**src/rtl/atbtd_pkg.sv**
```systemverilog
// Package for the ARM/Thumb branch target decode unit.
// Holds the widths, opcodes, branch kinds and the decode result struct.
// Used by every module under rtl; depends on nothing.
package atbtd_pkg;

   localparam int REG_COUNT   = 16;
   localparam int REG_IDX_W   = $clog2(REG_COUNT);
   localparam int WORD_W      = 32;
   localparam int REQ_TDATA_W = 104;
   localparam int REQ_TUSER_W = 2;
   localparam int RSP_TDATA_W = 40;
   localparam int RSP_TUSER_W = 5;

   typedef enum logic {
      OP_DECODE = 1'b0,
      OP_WRITE  = 1'b1
   } opcode_type;

   typedef enum logic [3:0] {
      KIND_NONE     = 4'd0,
      KIND_T_BLX_RM = 4'd1,
      KIND_T_BX_RM  = 4'd2,
      KIND_T_BL     = 4'd3,
      KIND_T_BLX    = 4'd4,
      KIND_A_BLX_RM = 4'd5,
      KIND_A_BX_RM  = 4'd6,
      KIND_A_BL     = 4'd7,
      KIND_A_BLX    = 4'd8
   } kind_type;

   typedef struct packed {
      kind_type               kind;
      logic [WORD_W-1:0]      target;
      logic [REG_IDX_W-1:0]   rm;
      logic                   rm_valid;
   } decode_type;

endpackage

```
**src/rtl/atbtd_regfile.sv**
```systemverilog
// Register snapshot of the branch target decode unit: 16 words, cleared at reset.
// One write port and one combinational read port; uses atbtd_pkg.
module atbtd_regfile (
   input  logic                             clock,
   input  logic                             reset,
   input  logic                             wr_en,
   input  logic [atbtd_pkg::REG_IDX_W-1:0]  wr_idx,
   input  logic [atbtd_pkg::WORD_W-1:0]     wr_data,
   input  logic [atbtd_pkg::REG_IDX_W-1:0]  rd_idx,
   output logic [atbtd_pkg::WORD_W-1:0]     rd_data
);
   import atbtd_pkg::*;

   logic [WORD_W-1:0] regs_ff [REG_COUNT];

   always_ff @(posedge clock) begin
      if (reset) begin
         for (int i = 0; i < REG_COUNT; i++) begin
            regs_ff[i] <= '0;
         end
      end else if (wr_en) begin
         regs_ff[wr_idx] <= wr_data;
      end
   end

   assign rd_data = regs_ff[rd_idx];

endmodule

```
**src/rtl/atbtd_decode.sv**
```systemverilog
// Branch pattern decoder: classifies one ARM word or Thumb halfword pair
// and computes the immediate target. Purely combinational; uses atbtd_pkg.
module atbtd_decode (
   input  logic [atbtd_pkg::WORD_W-1:0]  instr_word,
   input  logic [atbtd_pkg::WORD_W-1:0]  pc_value,
   input  logic                          thumb_mode,
   output atbtd_pkg::decode_type         result
);
   import atbtd_pkg::*;

   logic [15:0]       first;
   logic [15:0]       second;
   logic              s_bit;
   logic              i1;
   logic              i2;
   logic [11:0]       low_bl;
   logic [11:0]       low_blx;
   logic [WORD_W-1:0] t_off_bl;
   logic [WORD_W-1:0] t_off_blx;
   logic [WORD_W-1:0] a_off;
   logic [WORD_W-1:0] t_base;
   logic [WORD_W-1:0] a_base;
   logic [WORD_W-1:0] t_bl_tgt;
   logic [WORD_W-1:0] t_blx_tgt;
   logic [WORD_W-1:0] a_bl_tgt;
   logic [WORD_W-1:0] a_blx_tgt;

   always_comb begin
      first     = instr_word[15:0];
      second    = instr_word[31:16];
      s_bit     = first[10];
      i1        = ~(second[13] ^ s_bit);
      i2        = ~(second[11] ^ s_bit);
      low_bl    = {second[10:0], 1'b0};
      low_blx   = {second[10:1], 2'b00};
      t_off_bl  = {{7{s_bit}}, s_bit, i1, i2, first[9:0], low_bl};
      t_off_blx = {{7{s_bit}}, s_bit, i1, i2, first[9:0], low_blx};
      a_off     = {{6{instr_word[23]}}, instr_word[23:0], 2'b00};
      t_base    = pc_value + 32'd4;
      a_base    = pc_value + 32'd8;
      t_bl_tgt  = (t_base + t_off_bl) | 32'd1;
      t_blx_tgt = (t_base + t_off_blx) & ~32'd3;
      a_bl_tgt  = a_base + a_off;
      a_blx_tgt = (a_base + a_off + {30'd0, instr_word[24], 1'b0}) | 32'd1;

      result = '{kind: KIND_NONE, target: '0, rm: '0, rm_valid: 1'b0};
      if (thumb_mode) begin
         priority if ((first & 16'hFF87) == 16'h4780) begin
            result.kind     = KIND_T_BLX_RM;
            result.rm       = first[6:3];
            result.rm_valid = 1'b1;
         end else if ((first & 16'hFF87) == 16'h4700) begin
            result.kind     = KIND_T_BX_RM;
            result.rm       = first[6:3];
            result.rm_valid = 1'b1;
         end else if ((first & 16'hF800) == 16'hF000) begin
            if ((second & 16'hD000) == 16'hD000) begin
               result.kind   = KIND_T_BL;
               result.target = t_bl_tgt;
            end else if ((second & 16'hD000) == 16'hC000) begin
               result.kind   = KIND_T_BLX;
               result.target = t_blx_tgt;
            end
         end else begin
            result.kind = KIND_NONE;
         end
      end else begin
         priority if ((instr_word & 32'h0FFF_FFF0) == 32'h012F_FF30) begin
            result.kind     = KIND_A_BLX_RM;
            result.rm       = instr_word[3:0];
            result.rm_valid = 1'b1;
         end else if ((instr_word & 32'h0FFF_FFF0) == 32'h012F_FF10) begin
            result.kind     = KIND_A_BX_RM;
            result.rm       = instr_word[3:0];
            result.rm_valid = 1'b1;
         end else if ((instr_word & 32'h0F00_0000) == 32'h0B00_0000
                      && instr_word[31:28] != 4'hF) begin
            result.kind   = KIND_A_BL;
            result.target = a_bl_tgt;
         end else if ((instr_word & 32'hFE00_0000) == 32'hFA00_0000) begin
            result.kind   = KIND_A_BLX;
            result.target = a_blx_tgt;
         end else begin
            result.kind = KIND_NONE;
         end
      end
   end

endmodule

```
**src/rtl/arm_thumb_branch_target_decode_unit.sv**
```systemverilog
// Top level of the ARM/Thumb branch target decode unit.
// Instantiates atbtd_decode and atbtd_regfile; uses atbtd_pkg.
//
// Channel  Dir  Handshake          Contents
// req      in   req_tvalid/tready  write item or decode item
// rsp      out  rsp_tvalid/tready  one result word per decode item
//
// An item is registered in the input register on acceptance; a decode item's result
// is then registered in the result register. One item is taken every cycle while no
// decode item waits on a stalled result; the path is one input register, one decode
// and snapshot read, one result register. A write item updates the snapshot as it
// leaves the input register and produces no word. Reset clears the snapshot and both
// valid flags. A stalled result holds the input register when that holds a decode item.
module arm_thumb_branch_target_decode_unit (
   input  logic                                clock,
   input  logic                                reset,
   input  logic                                req_tvalid,
   output logic                                req_tready,
   // reg_index[3:0], reg_value[35:4], instr_word[67:36], pc_value[99:68], zero
   input  logic [atbtd_pkg::REQ_TDATA_W-1:0]   req_tdata,
   // opcode[0], thumb_mode[1]
   input  logic [atbtd_pkg::REQ_TUSER_W-1:0]   req_tuser,
   output logic                                rsp_tvalid,
   input  logic                                rsp_tready,
   // target_addr[31:0], src_reg[35:32], zero
   output logic [atbtd_pkg::RSP_TDATA_W-1:0]   rsp_tdata,
   // br_kind[3:0], src_reg_valid[4]
   output logic [atbtd_pkg::RSP_TUSER_W-1:0]   rsp_tuser
);
   import atbtd_pkg::*;

   logic                   s1_valid_ff;
   opcode_type             s1_op_ff;
   logic [REG_IDX_W-1:0]   s1_idx_ff;
   logic [WORD_W-1:0]      s1_value_ff;
   logic [WORD_W-1:0]      s1_word_ff;
   logic [WORD_W-1:0]      s1_pc_ff;
   logic                   s1_thumb_ff;

   logic                   rsp_valid_ff;
   kind_type               rsp_kind_ff;
   logic [WORD_W-1:0]      rsp_target_ff;
   logic [REG_IDX_W-1:0]   rsp_rm_ff;
   logic                   rsp_rm_valid_ff;

   logic                   req_fire;
   logic                   s1_adv;
   logic                   s1_is_write;
   logic                   out_load;
   decode_type             dec;
   logic [WORD_W-1:0]      rd_data;
   logic [WORD_W-1:0]      target_in;

   assign s1_is_write = s1_valid_ff && (s1_op_ff == OP_WRITE);
   assign s1_adv      = s1_valid_ff && (s1_is_write || !rsp_valid_ff || rsp_tready);
   assign out_load    = s1_adv && !s1_is_write;
   assign req_tready  = !s1_valid_ff || s1_adv;
   assign req_fire    = req_tvalid && req_tready;

   atbtd_decode u_decode (
      .instr_word (s1_word_ff),
      .pc_value   (s1_pc_ff),
      .thumb_mode (s1_thumb_ff),
      .result     (dec)
   );

   atbtd_regfile u_regfile (
      .clock   (clock),
      .reset   (reset),
      .wr_en   (s1_adv && s1_is_write),
      .wr_idx  (s1_idx_ff),
      .wr_data (s1_value_ff),
      .rd_idx  (dec.rm),
      .rd_data (rd_data)
   );

   assign target_in = dec.rm_valid ? rd_data : dec.target;

   always_ff @(posedge clock) begin
      if (reset) begin
         s1_valid_ff  <= 1'b0;
         rsp_valid_ff <= 1'b0;
      end else begin
         if (req_fire) begin
            s1_valid_ff <= 1'b1;
         end else if (s1_adv) begin
            s1_valid_ff <= 1'b0;
         end
         if (out_load) begin
            rsp_valid_ff <= 1'b1;
         end else if (rsp_tready) begin
            rsp_valid_ff <= 1'b0;
         end
      end
   end

   always_ff @(posedge clock) begin
      if (req_fire) begin
         s1_op_ff    <= opcode_type'(req_tuser[0]);
         s1_thumb_ff <= req_tuser[1];
         s1_idx_ff   <= req_tdata[3:0];
         s1_value_ff <= req_tdata[35:4];
         s1_word_ff  <= req_tdata[67:36];
         s1_pc_ff    <= req_tdata[99:68];
      end
      if (out_load) begin
         rsp_kind_ff     <= dec.kind;
         rsp_target_ff   <= target_in;
         rsp_rm_ff       <= dec.rm;
         rsp_rm_valid_ff <= dec.rm_valid;
      end
   end

   assign rsp_tvalid = rsp_valid_ff;
   assign rsp_tdata  = {4'd0, rsp_rm_ff, rsp_target_ff};
   assign rsp_tuser  = {rsp_rm_valid_ff, rsp_kind_ff};

   a_reg_valid_kind : assert property (@(posedge clock) disable iff (reset)
      rsp_valid_ff && rsp_rm_valid_ff |->
         (rsp_kind_ff == KIND_T_BLX_RM || rsp_kind_ff == KIND_T_BX_RM ||
          rsp_kind_ff == KIND_A_BLX_RM || rsp_kind_ff == KIND_A_BX_RM))
      else $error("Register source flagged for an immediate or empty kind.");

   a_none_zero : assert property (@(posedge clock) disable iff (reset)
      rsp_valid_ff && rsp_kind_ff == KIND_NONE |->
         (rsp_target_ff == '0 && rsp_rm_ff == '0 && !rsp_rm_valid_ff))
      else $error("A result without a branch carries nonzero fields.");

   a_thumb_bits : assert property (@(posedge clock) disable iff (reset)
      rsp_valid_ff && (rsp_kind_ff == KIND_T_BL || rsp_kind_ff == KIND_A_BLX) |->
         rsp_target_ff[0])
      else $error("A branch with link into Thumb lost the low target bit.");

   a_decode_hold : assert property (@(posedge clock) disable iff (reset)
      s1_valid_ff && !s1_adv |=> s1_valid_ff && $stable(s1_word_ff))
      else $error("A stalled decode item left the input register.");

endmodule
```
**config.mk**
```make
export PLATFORM = sky130hd
export DESIGN_NAME = arm_thumb_branch_target_decode_unit
export DESIGN_NICKNAME = d
export VERILOG_FILES = /design/src/rtl/atbtd_pkg.sv /design/src/rtl/atbtd_regfile.sv /design/src/rtl/atbtd_decode.sv /design/src/rtl/arm_thumb_branch_target_decode_unit.sv
export SDC_FILE = /design/constraint.sdc
export NUM_CORES = 1
export LEC_CHECK = 0
export BUFFER_PORTS_ARGS = -buffer_cell sky130_fd_sc_hd__buf_2
export CAP_MARGIN = 15
export CORE_ASPECT_RATIO = 1.1
export CORE_MARGIN = 2
export CORE_UTILIZATION = 60
export DETAILED_ROUTE_END_ITERATION = 10
export MAX_ROUTING_LAYER = met4
export PLACE_DENSITY = 0.78
export SYNTH_ARGS = -nofsm -noshare
export SYNTH_HDL_FRONTEND = slang
export SYNTH_SLANG_ARGS = --single-unit
```
**constraint.sdc**
```tcl
create_clock -name clock -period 12.65 [get_ports clock]
set_input_delay 1.265 -clock clock [delete_from_list [all_inputs] [get_ports clock]]
set_output_delay 1.265 -clock clock [all_outputs]
set_load 0.02 [all_outputs]
```
Word level (Yosys, flattened, before mapping):

Memories as Yosys holds them, arrays and structs flattened.
Index checks and enable logic that the tools add are counted.

* bits in registers: 145
* memory bits (writable): 512
* bits of input ports: 110
* output and inout port bits: 47
* word-level logic and storage cells: 81
* memories kept: 1

Memories
* u_regfile.regs_ff: words 16, width 32, rd ports 1, clocked after Yosys merged registers in 0, wr ports 16, RTL line atbtd_regfile.sv:14 `logic [WORD_W-1:0] regs_ff [REG_COUNT];`

* add/sub/neg operators: 6
* equality and inequality tests: 10
* mux-type cells: 33
* bitwise gates (word level): 4
* reductions and logical operators: 15

Operator list (number)
* two-way mux 32 bit: 8
* adder 32 bit: 3
* two-way mux 35 bit: 2
* equality test 24 x 21 -> 1 bit (second input constant): 2
* two-way mux 41 bit: 1
* two-way mux 36 bit: 1
* adder 32 x 2 -> 32 bit: 1
* adder 32 x 3 -> 32 bit (second input constant): 1
* adder 32 x 4 -> 32 bit (second input constant): 1
* OR reduction 32 bit: 1
* two-way mux 4 bit: 7
* equality test 12 x 11 -> 1 bit (second input constant): 2
* two-way mux 5 bit: 4
* two-way mux 1 bit: 10
* equality test 7 bit (second input constant): 1
* equality test 3 bit (second input constant): 2
* logical AND 1 bit: 6
* equality test 5 bit (second input constant): 1
* equality test 4 bit (second input constant): 1
* != test 4 bit (second input constant): 1
* nonzero test 2 bit: 2
* logical NOT 1 bit: 3
* logical OR 1 bit: 3
* NOT 1 bit: 2
* XOR 1 bit: 2

Longest topological paths before layout:

Gate-level depths: netlist of the first run.
An unclocked memory read counts as a cell.

* depth in word-level cells: 11
* depth in mapped cells: 21

By module:

A second synthesis of the first run with hierarchy kept.

* cell total of the unflattened synthesis: 2515
* area total of the unflattened synthesis: 33993.9 um^2

By module, submodules not included
* atbtd_regfile: times used 1, cells an instance 1416, area each 22912.0 um^2, seq. area each 15374.7 um^2
* atbtd_decode: times used 1, cells an instance 903, area each 6105.9 um^2, seq. area each 0.0 um^2
* arm_thumb_branch_target_decode_unit: times used 1, cells an instance 196, area each 4976.0 um^2, seq. area each 4334.2 um^2

Worst setup path after synthesis of the first run:

Ideal clock, no wire load.

* path kind: input to register
* from: input port rsp_tready
* to: register s1_idx_ff[0], enable pin
* setup time: 0.576 ns
* arrival time: 5.974 ns
* required time: 12.074 ns
* setup slack: 6.101 ns
* stages on the path: 3
* buffers on the path: 0
* cells stage by stage: nand2b_1 -> nor2_1 -> nor2b_1

* cells in the longest elaborated chain, start to end: 4

RTL lines
* start, declared: RTL line arm_thumb_branch_target_decode_unit.sv:24 `input logic rsp_tready,`
* logical OR 1 bit: RTL line arm_thumb_branch_target_decode_unit.sv:55 `assign s1_adv = s1_valid_ff && (s1_is_write || !rsp_valid_ff || rsp_tready);`
* logical AND 1 bit: RTL line arm_thumb_branch_target_decode_unit.sv:55
* logical OR 1 bit: RTL line arm_thumb_branch_target_decode_unit.sv:57 `assign req_tready = !s1_valid_ff || s1_adv;`
* logical AND 1 bit: RTL line arm_thumb_branch_target_decode_unit.sv:58 `assign req_fire = req_tvalid && req_tready;`
* net req_fire: RTL line arm_thumb_branch_target_decode_unit.sv:46 `logic req_fire;`
* end signal, assigned: RTL line arm_thumb_branch_target_decode_unit.sv:101 `s1_idx_ff <= req_tdata[3:0];`
* end, declared: RTL line arm_thumb_branch_target_decode_unit.sv:34 `logic [REG_IDX_W-1:0] s1_idx_ff;`

The timed path passes the listed nets, and every way through them passes these cells.
A chain may end at the register's enable or synchronous reset.

Worst setup path in the final report of the first run:

* from: register s1_word_ff[4]
* to: register rsp_target_ff[4] (data pin)

* cells in the longest elaborated chain, start to end: 6
* elaborated cells between the ends (all ways): 11
* those cells by class: eq/ne: 2; mux: 8; memory: 1

RTL lines
* start, declared: RTL line arm_thumb_branch_target_decode_unit.sv:36 `logic [WORD_W-1:0] s1_word_ff;`
* start signal, assigned: RTL line arm_thumb_branch_target_decode_unit.sv:103 `s1_word_ff <= req_tdata[67:36];`
* equality test 24 x 21 -> 1 bit: RTL line atbtd_decode.sv:72 `end else if ((instr_word & 32'h0FFF_FFF0) == 32'h012F_FF10) begin`
* two-way mux 5 bit: RTL line atbtd_decode.sv:72
* two-way mux 5 bit: RTL line atbtd_decode.sv:68 `priority if ((instr_word & 32'h0FFF_FFF0) == 32'h012F_FF30) begin`
* two-way mux 41 bit (*): RTL line atbtd_decode.sv:47 `if (thumb_mode) begin`
* memory read (16 x 32 bit)
* two-way mux 32 bit (*): RTL line arm_thumb_branch_target_decode_unit.sv:77 `assign target_in = dec.rm_valid ? rd_data : dec.target;`
* net target_in[4]: RTL line arm_thumb_branch_target_decode_unit.sv:52 `logic [WORD_W-1:0] target_in;`
* end signal, assigned: RTL line arm_thumb_branch_target_decode_unit.sv:108 `rsp_target_ff <= target_in;`
* end, declared: RTL line arm_thumb_branch_target_decode_unit.sv:42 `logic [WORD_W-1:0] rsp_target_ff;`

Mark *: on every way through the listed nets, which the timed path passes. The rest lies on a longest branch.

==> metrics, run 1 <==
non-filler instance count after layout=about 3800; TNS Setup=0 ns; Crit. End Element=flip-flop; fmax=about 0.18 GHz; dpl cell area=approximately 36000 sq um; Die ar.=approximately 60000 sq um; 1st-iter DRT viols=roughly 2700; fraction of layout cells with a size suffix above 1=0.1227; CTS tree=done; Post-Syn Area=around 35000 sq um; Top Ports=157; Remaining Overflow, GRT=0; sequential-to-total area share from yosys stat=0.5674; H-tree depth=3; final worst setup slack=slightly above 7 ns; startpoint types=flip-flop; vias per cell=6.575; Clk Latency, worst-skew pair=0.62 ns; Yosys warnings=0; largest net degree at the start of global routing=123; setup repair after global routing missed its margin=false; dominant synthesized flop cell=edfxtp_1; num rows=92; Port Buffer Count=148; Final GP Congestion=0.9929; WL final=110800 um; pwr dens=approximately 130 nW/um^2; Lkg Pwr=roughly 15 nW; DP HPWL=approximately 70000 um; total clock sinks=roughly 660; Max-Cap Viols=0; hold crit path type=reg2reg; Resize count post-CTS=0; WP data arrival=5.71 ns; Routed wire per std cell=slightly below 30 um; post-place setup slack=7.284 ns; final cycle utilization of the critical path=0.4312; first-pass GRT wire length=160300 um; Initial Util=0.6059; status=complete, no violations; Slew headroom=0.1860; Chip Height=256.3 um; Setup Skew=0.02736 ns; Slew Limit Fails=0; most common cell after layout, fill and taps aside=edfxtp_1; clock input transition at the sequential cells of the worst setup and hold paths=0.06 ns; Vias=~25000; post-route ant nets=0; clk buf depth=3; GRT Total Usage=0.3830; Tmin final=5.454 ns; # nets final=about 3200; VDD IR-drop max=124.9 uV; placed insts=3709; DRC=0; Mapped Cells=2956; DR pass1 iterations=6; Core Area=57330 sq um; commonest non-fill, non-tap cells in the layout=edfxtp_1 (655), and2_1 (528), nand2_1 (205); async set or reset register ratio after synthesis=0; Worst EP required=12.91 ns; # Post-CTS Setup Buffers=0; fin area=about 38000 sq um; count of final setup violators=0; number of global-route vias before repair=between 20000 and 30000; antenna violations before repair=3; die width=233.4 um; synth unique cells=85; critical path class=reg2reg; number of synthesized flops with an enable pin=roughly 660; CP max FO=109; Worst Max-Slew Pin Slew=1.221 ns; Hold-fix buffers, CTS=0; TritonCTS Buffers=70; Mean Syn Cell Area=around 12 sq um; clock root buffer=clkbuf_16; Final Hold Vio Count=0; area grow syn2layout=10.12%; Fillers=between 4000 and 5000; #FFs+latches synth=roughly 660
-- worst max-delay path, cell delays in order, from the launching register on --
cell	delay, ns
edfxtp_1	0.59
nor4bb_1	0.21
nand4_1	0.23
nor4_2	0.13
a22oi_2	0.20
buf_12	0.50
buf_4	0.71
buf_4	0.72
mux2_2	0.28
nor2_1	0.04
a211oi_1	0.23
nor3_1	0.13
o311ai_0	0.94
-- metrics by stage --
stage / total power, mW / hold WS (ns) / util
after floorplan: 2.892 / 0.4990 / -
after global placement: 3.090 / 0.5316 / 0.6280
after detailed placement: 3.099 / 0.5582 / 0.6280
after CTS: 5.103 / 0.5758 / 0.6672
after global routing: 5.232 / 0.6155 / 0.6672
final: 5.102 / 0.5785 / 0.6672
-- worst paths after layout --
| kind | from | to | slack (ns) | depth (start not counted) |
|---|---|---|---|---|
| worst min-delay path | rsp_tvalid | rsp_tvalid | 0.58 | 2 |
| worst min register to register | rsp_tvalid | rsp_tvalid | 0.58 | 2 |
| worst max-delay path | s1_word_ff[4] | rsp_target_ff[4] | 7.20 | 12 |
| worst max register to register | s1_word_ff[4] | rsp_target_ff[4] | 7.20 | 12 |
-- cell usage after synthesis (all sizes together), types with 17 or more instances --
cell | instances | share of area
a211oi | 151 | 0.033
a21o | 32 | 0.0069
a21oi | 122 | 0.018
a31oi | 23 | 0.0041
and2 | 528 | 0.095
and3 | 23 | 0.0041
buf | 60 | 0.012
clkbuf | 142 | 0.015
edfxtp | 655 | 0.57
ha | 90 | 0.032
inv | 36 | 0.0039
mux2 | 18 | 0.0058
mux2i | 155 | 0.045
nand2 | 205 | 0.022
nand3 | 76 | 0.011
nand4 | 30 | 0.0054
nor2 | 89 | 0.0098
nor2b | 75 | 0.014
nor3 | 44 | 0.0063
o21ai | 73 | 0.011
o31ai | 17 | 0.0037
or2 | 20 | 0.0036
xnor2 | 63 | 0.016
xor2 | 35 | 0.0088
-- layout make-up --
cell class | count | area [sq um] | area share
multi-input cells | 2063 | 14060 | 0.3675
clock buffers | 85 | 1872 | 0.04894
clock inverters | 38 | 374.1 | 0.009781
inverters | 37 | 138.9 | 0.003631
well taps | 752 | 940.9 | 0.02460
repair buffers | 200 | 1156 | 0.03023
diodes | 1 | 2.502 | 0.00006542
flip-flops and latches | 657 | 19710 | 0.5153
-- layer usage --
| layer | share of wire | vias to the layer above | track usage |
|---|---|---|---|
| li1 | - | 11000 | - |
| met1 | 0.36 | 12384 | 0.4558 |
| met2 | 0.49 | 1468 | 0.6251 |
| met3 | 0.093 | 351 | 0.06039 |
| met4 | 0.057 | 0 | 0.2076 |
| met5 | 0 | - | - |
-- registers in the layout, summed over array words and instances, names as in the netlist --
| register | flops |
|---|---|
| s1_op_ff | 1 |
| s1_pc_ff | 32 |
| rsp_rm_ff | 4 |
| rsp_kind_ff | 4 |
| s1_value_ff | 32 |
| rsp_tvalid | 1 |
| u_regfile.regs_ff | 512 |
| s1_thumb_ff | 1 |
| rsp_target_ff | 32 |
| rsp_rm_valid_ff | 1 |
| s1_idx_ff | 4 |
| s1_valid_ff | 1 |
| s1_word_ff | 32 |
-- report_power, final --
group	switching [mW]	leakage, nW	internal, mW
clock	0.868	1.10	1.16
combinational	0.358	7.08	0.173
sequential	0.0617	6.75	2.48
-- cell families after synthesis --
family	count (synthesis)	synth area share
simple gates	1153	0.1858
flops	657	0.5674
compound gates	542	0.1057
buf+inv	239	0.03156
mux	173	0.05050
xor+xnor	98	0.02471
fa+ha+maj	93	0.03415
other cells	1	0.0001080
Note: power is estimated with default switching activity, not from simulation.
==> run 2: changes to the inputs <==
--- a/config.mk
+++ b/config.mk
@@ -5,6 +5,7 @@
 export SDC_FILE = /design/constraint.sdc
 export NUM_CORES = 1
 export LEC_CHECK = 0
+export ABC_AREA = 1
 export BUFFER_PORTS_ARGS = -buffer_cell sky130_fd_sc_hd__buf_2
 export CAP_MARGIN = 15
 export CORE_ASPECT_RATIO = 1.1
==> constraint.sdc (replaced) <==
create_clock -name clock -period 5.55 [get_ports clock]
set_input_delay 0.555 -clock clock [delete_from_list [all_inputs] [get_ports clock]]
set_output_delay 0.555 -clock clock [all_outputs]
set_load 0.02 [all_outputs]
==> metrics, run 2 <==
total clock sinks=~660; Top Ports=157; non-filler instance count after layout=around 5000; VDD IR-drop max=414.0 uV; largest net degree at the start of global routing=between 100 and 150; area taken by multi-input logic gates=13730 sq um; die width=236.5 um; max reg flops=512; Lkg Pwr=between 15 and 20 nW; Slew headroom=0.1084; Remaining Overflow, GRT=0; Synth Area in Compound Gates=0.04597; #FFs+latches synth=657; Port Buffer Count=148; overall power=11.57 mW; hold crit path type=in2reg; Sequential Area=19710 sq um; final worst setup slack=approximately 0.88 ns; Hold-fix buffers, CTS=0; area leader, netlist=edfxtp_1; synth unique cells=50; H-tree depth=3; CTS tree=done; area grow syn2layout=9.334%; Tmin final=4.672 ns; sequential-to-total area share from yosys stat=0.5523; first-pass GRT wire length=172400 um; TritonCTS Buffers=68; Mean Syn Cell Area=8.466 sq um; Vias=just over 30000; Adder-Cell Fraction of Synth Area=0.03324; DP HPWL=75980 um; pwr dens=296.6 nW/um^2; final cycle utilization of the critical path=0.8418; post-route ant nets=0; clock input transition at the sequential cells of the worst setup and hold paths=0.06 ns; Yosys warnings=0; most common cell after layout, fill and taps aside=nand2_1; post-synthesis simple-gate area fraction=0.2915; largest family of logic cells by synthesized area=simple AND/OR/NAND/NOR gates; Core Area=58650 sq um; top post-synthesis cells by area=edfxtp_1 (55%), nand2_1 (14%), nor2_1 (7.5%), nand3_1 (5.6%), inv_1 (3.5%); Mapped Cells=~4200; critical path class=reg2reg; DRC=0; setup repair after global routing missed its margin=false; Crit. End Element=flip-flop; Max-Cap Viols=0; CP max FO=4; Fillers=4712; num rows=between 90 and 100; Clk Latency, worst-skew pair=0.63 ns; 1st-iter DRT viols=approximately 3600; largest register by flop count=u_regfile.regs_ff; Chip Height=259.8 um; XOR/XNOR Fraction of Synth Area=0.01178; status=complete, no violations; # nets final=~4500; async set or reset register ratio after synthesis=0; fraction of layout cells with a size suffix above 1=0.08060; # Post-CTS Setup Buffers=0; Worst Max-Slew Pin Slew=between 1 and 1.5 ns; DR pass1 iterations=8; Initial Util=0.6085; clk buf depth=3; Final Hold Vio Count=0; Post-Syn Area=roughly 36000 sq um; Worst EP required=5.93 ns; GRT Total Usage=0.3922; fmax=0.2140 GHz; proportion of synthesized area in mux cells=0; Slew Limit Fails=0; WL final=116700 um; clock root buffer=clkbuf_16; number of synthesized flops with an enable pin=655; placed insts=4971; startpoint types=flip-flop; Die ar.=61440 sq um; antenna violations before repair=6; WP data arrival=just over 5 ns; vias per cell=between 5 and 6; Setup Skew=about 0.03 ns; count of final setup violators=0; Final GP Congestion=1.019; post-synth top area share=0.5512; commonest non-fill, non-tap cells in the layout=nand2_1 (1331), nor2_1 (709), edfxtp_1 (655); top-count cell post-synth=nand2_1; Resize count post-CTS=0; number of global-route vias before repair=between 20000 and 30000; post-place setup slack=about 1.0 ns; Routed wire per std cell=22.90 um; TNS Setup=0 ns; dominant synthesized flop cell=edfxtp_1; Post-synth top cells=nand2_1 (1341), nor2_1 (713), edfxtp_1 (655)
[run 2: cell count changes in the layout (fill, tap and decap cells not counted), moves of 148 or more]
cell	change
nand2_1	+1126
nor2_1	+633
and2_1	-525
nand3_1	+323
inv_1	+301
mux2i_1	-155
a211oi_1	-148
[run 2: kinds of logic (layout without fill, tap and decap cells)]
group	after synthesis	in the layout
and+or+nand+nor	2565	2565
xor gates and xnor gates	48	48
AOI/OAI and AO/OA	297	297
other	1	8
DFF	657	657
buffers and inverters	554	666
adders and majority gates	93	93
[run 2: path summary, 6_finish.rpt]
kind	startpoint	cells after the start	end	slack [ns]
min reg2reg	rsp_tvalid	4	rsp_tvalid	0.63
max reg2reg	s1_word_ff[1]	20	rsp_target_ff[15]	0.88
max	s1_word_ff[1]	20	rsp_target_ff[15]	0.88
min	req_tdata[27]	1	s1_value_ff[23]	0.1
[run 2: metrics by stage]
stage	instance area (sq um)	utilization	hold slack, ns
after floorplan	35700	-	0.5301
after global placement	36880	0.6288	0.5660
after detailed placement	36880	0.6288	0.5940
after CTS	39000	0.6650	0.07871
after global routing	39010	0.6653	0.08555
final	39010	0.6653	0.09637
[run 2: power by group]
| group | leakage, nW | internal [mW] | switching [mW] |
|---|---|---|---|
| clock network | 1.03 | 2.49 | 1.98 |
| logic | 9.33 | 0.370 | 0.954 |
| registers | 6.66 | 5.65 | 0.120 |
| total | 17.0 | 8.52 | 3.05 |
[run 2: cell type report]
class                           count  area share
Multi-Input combinational cell   3007      0.3518
Clock buffer                       82     0.04551
Antenna cell                        4   0.0002566
Sequential cell                   657      0.5052
Clock inverter                     37    0.008915
Timing Repair Buffer              201     0.03047
Inverter                          346     0.03348
Tap cell                          760     0.02437
[run 2: per-layer routing]
metal  track usage  share of wire  routed length [um]
met4        0.2783          0.081                9503
met5             -              0                   0
met3       0.07154           0.11               12410
met1        0.4429           0.34               39330
met2        0.6342           0.48               55430
[run 2: critical path, stage by stage, from the launching register on]
cell	delay [ns]
edfxtp_1	0.50
inv_1	0.22
ha_1	0.26
inv_1	0.06
ha_1	0.28
inv_1	0.10
fa_1	0.43
inv_1	0.12
nand2_1	0.07
nand2_1	0.10
nand3_1	0.09
nand3b_1	0.11
nand2_1	0.08
nor2_1	0.20
nand2_1	0.10
nor2_1	0.17
nand3_1	0.13
o21ai_0	1.07
nand2_1	0.15
inv_1	0.11
nand2_1	0.06
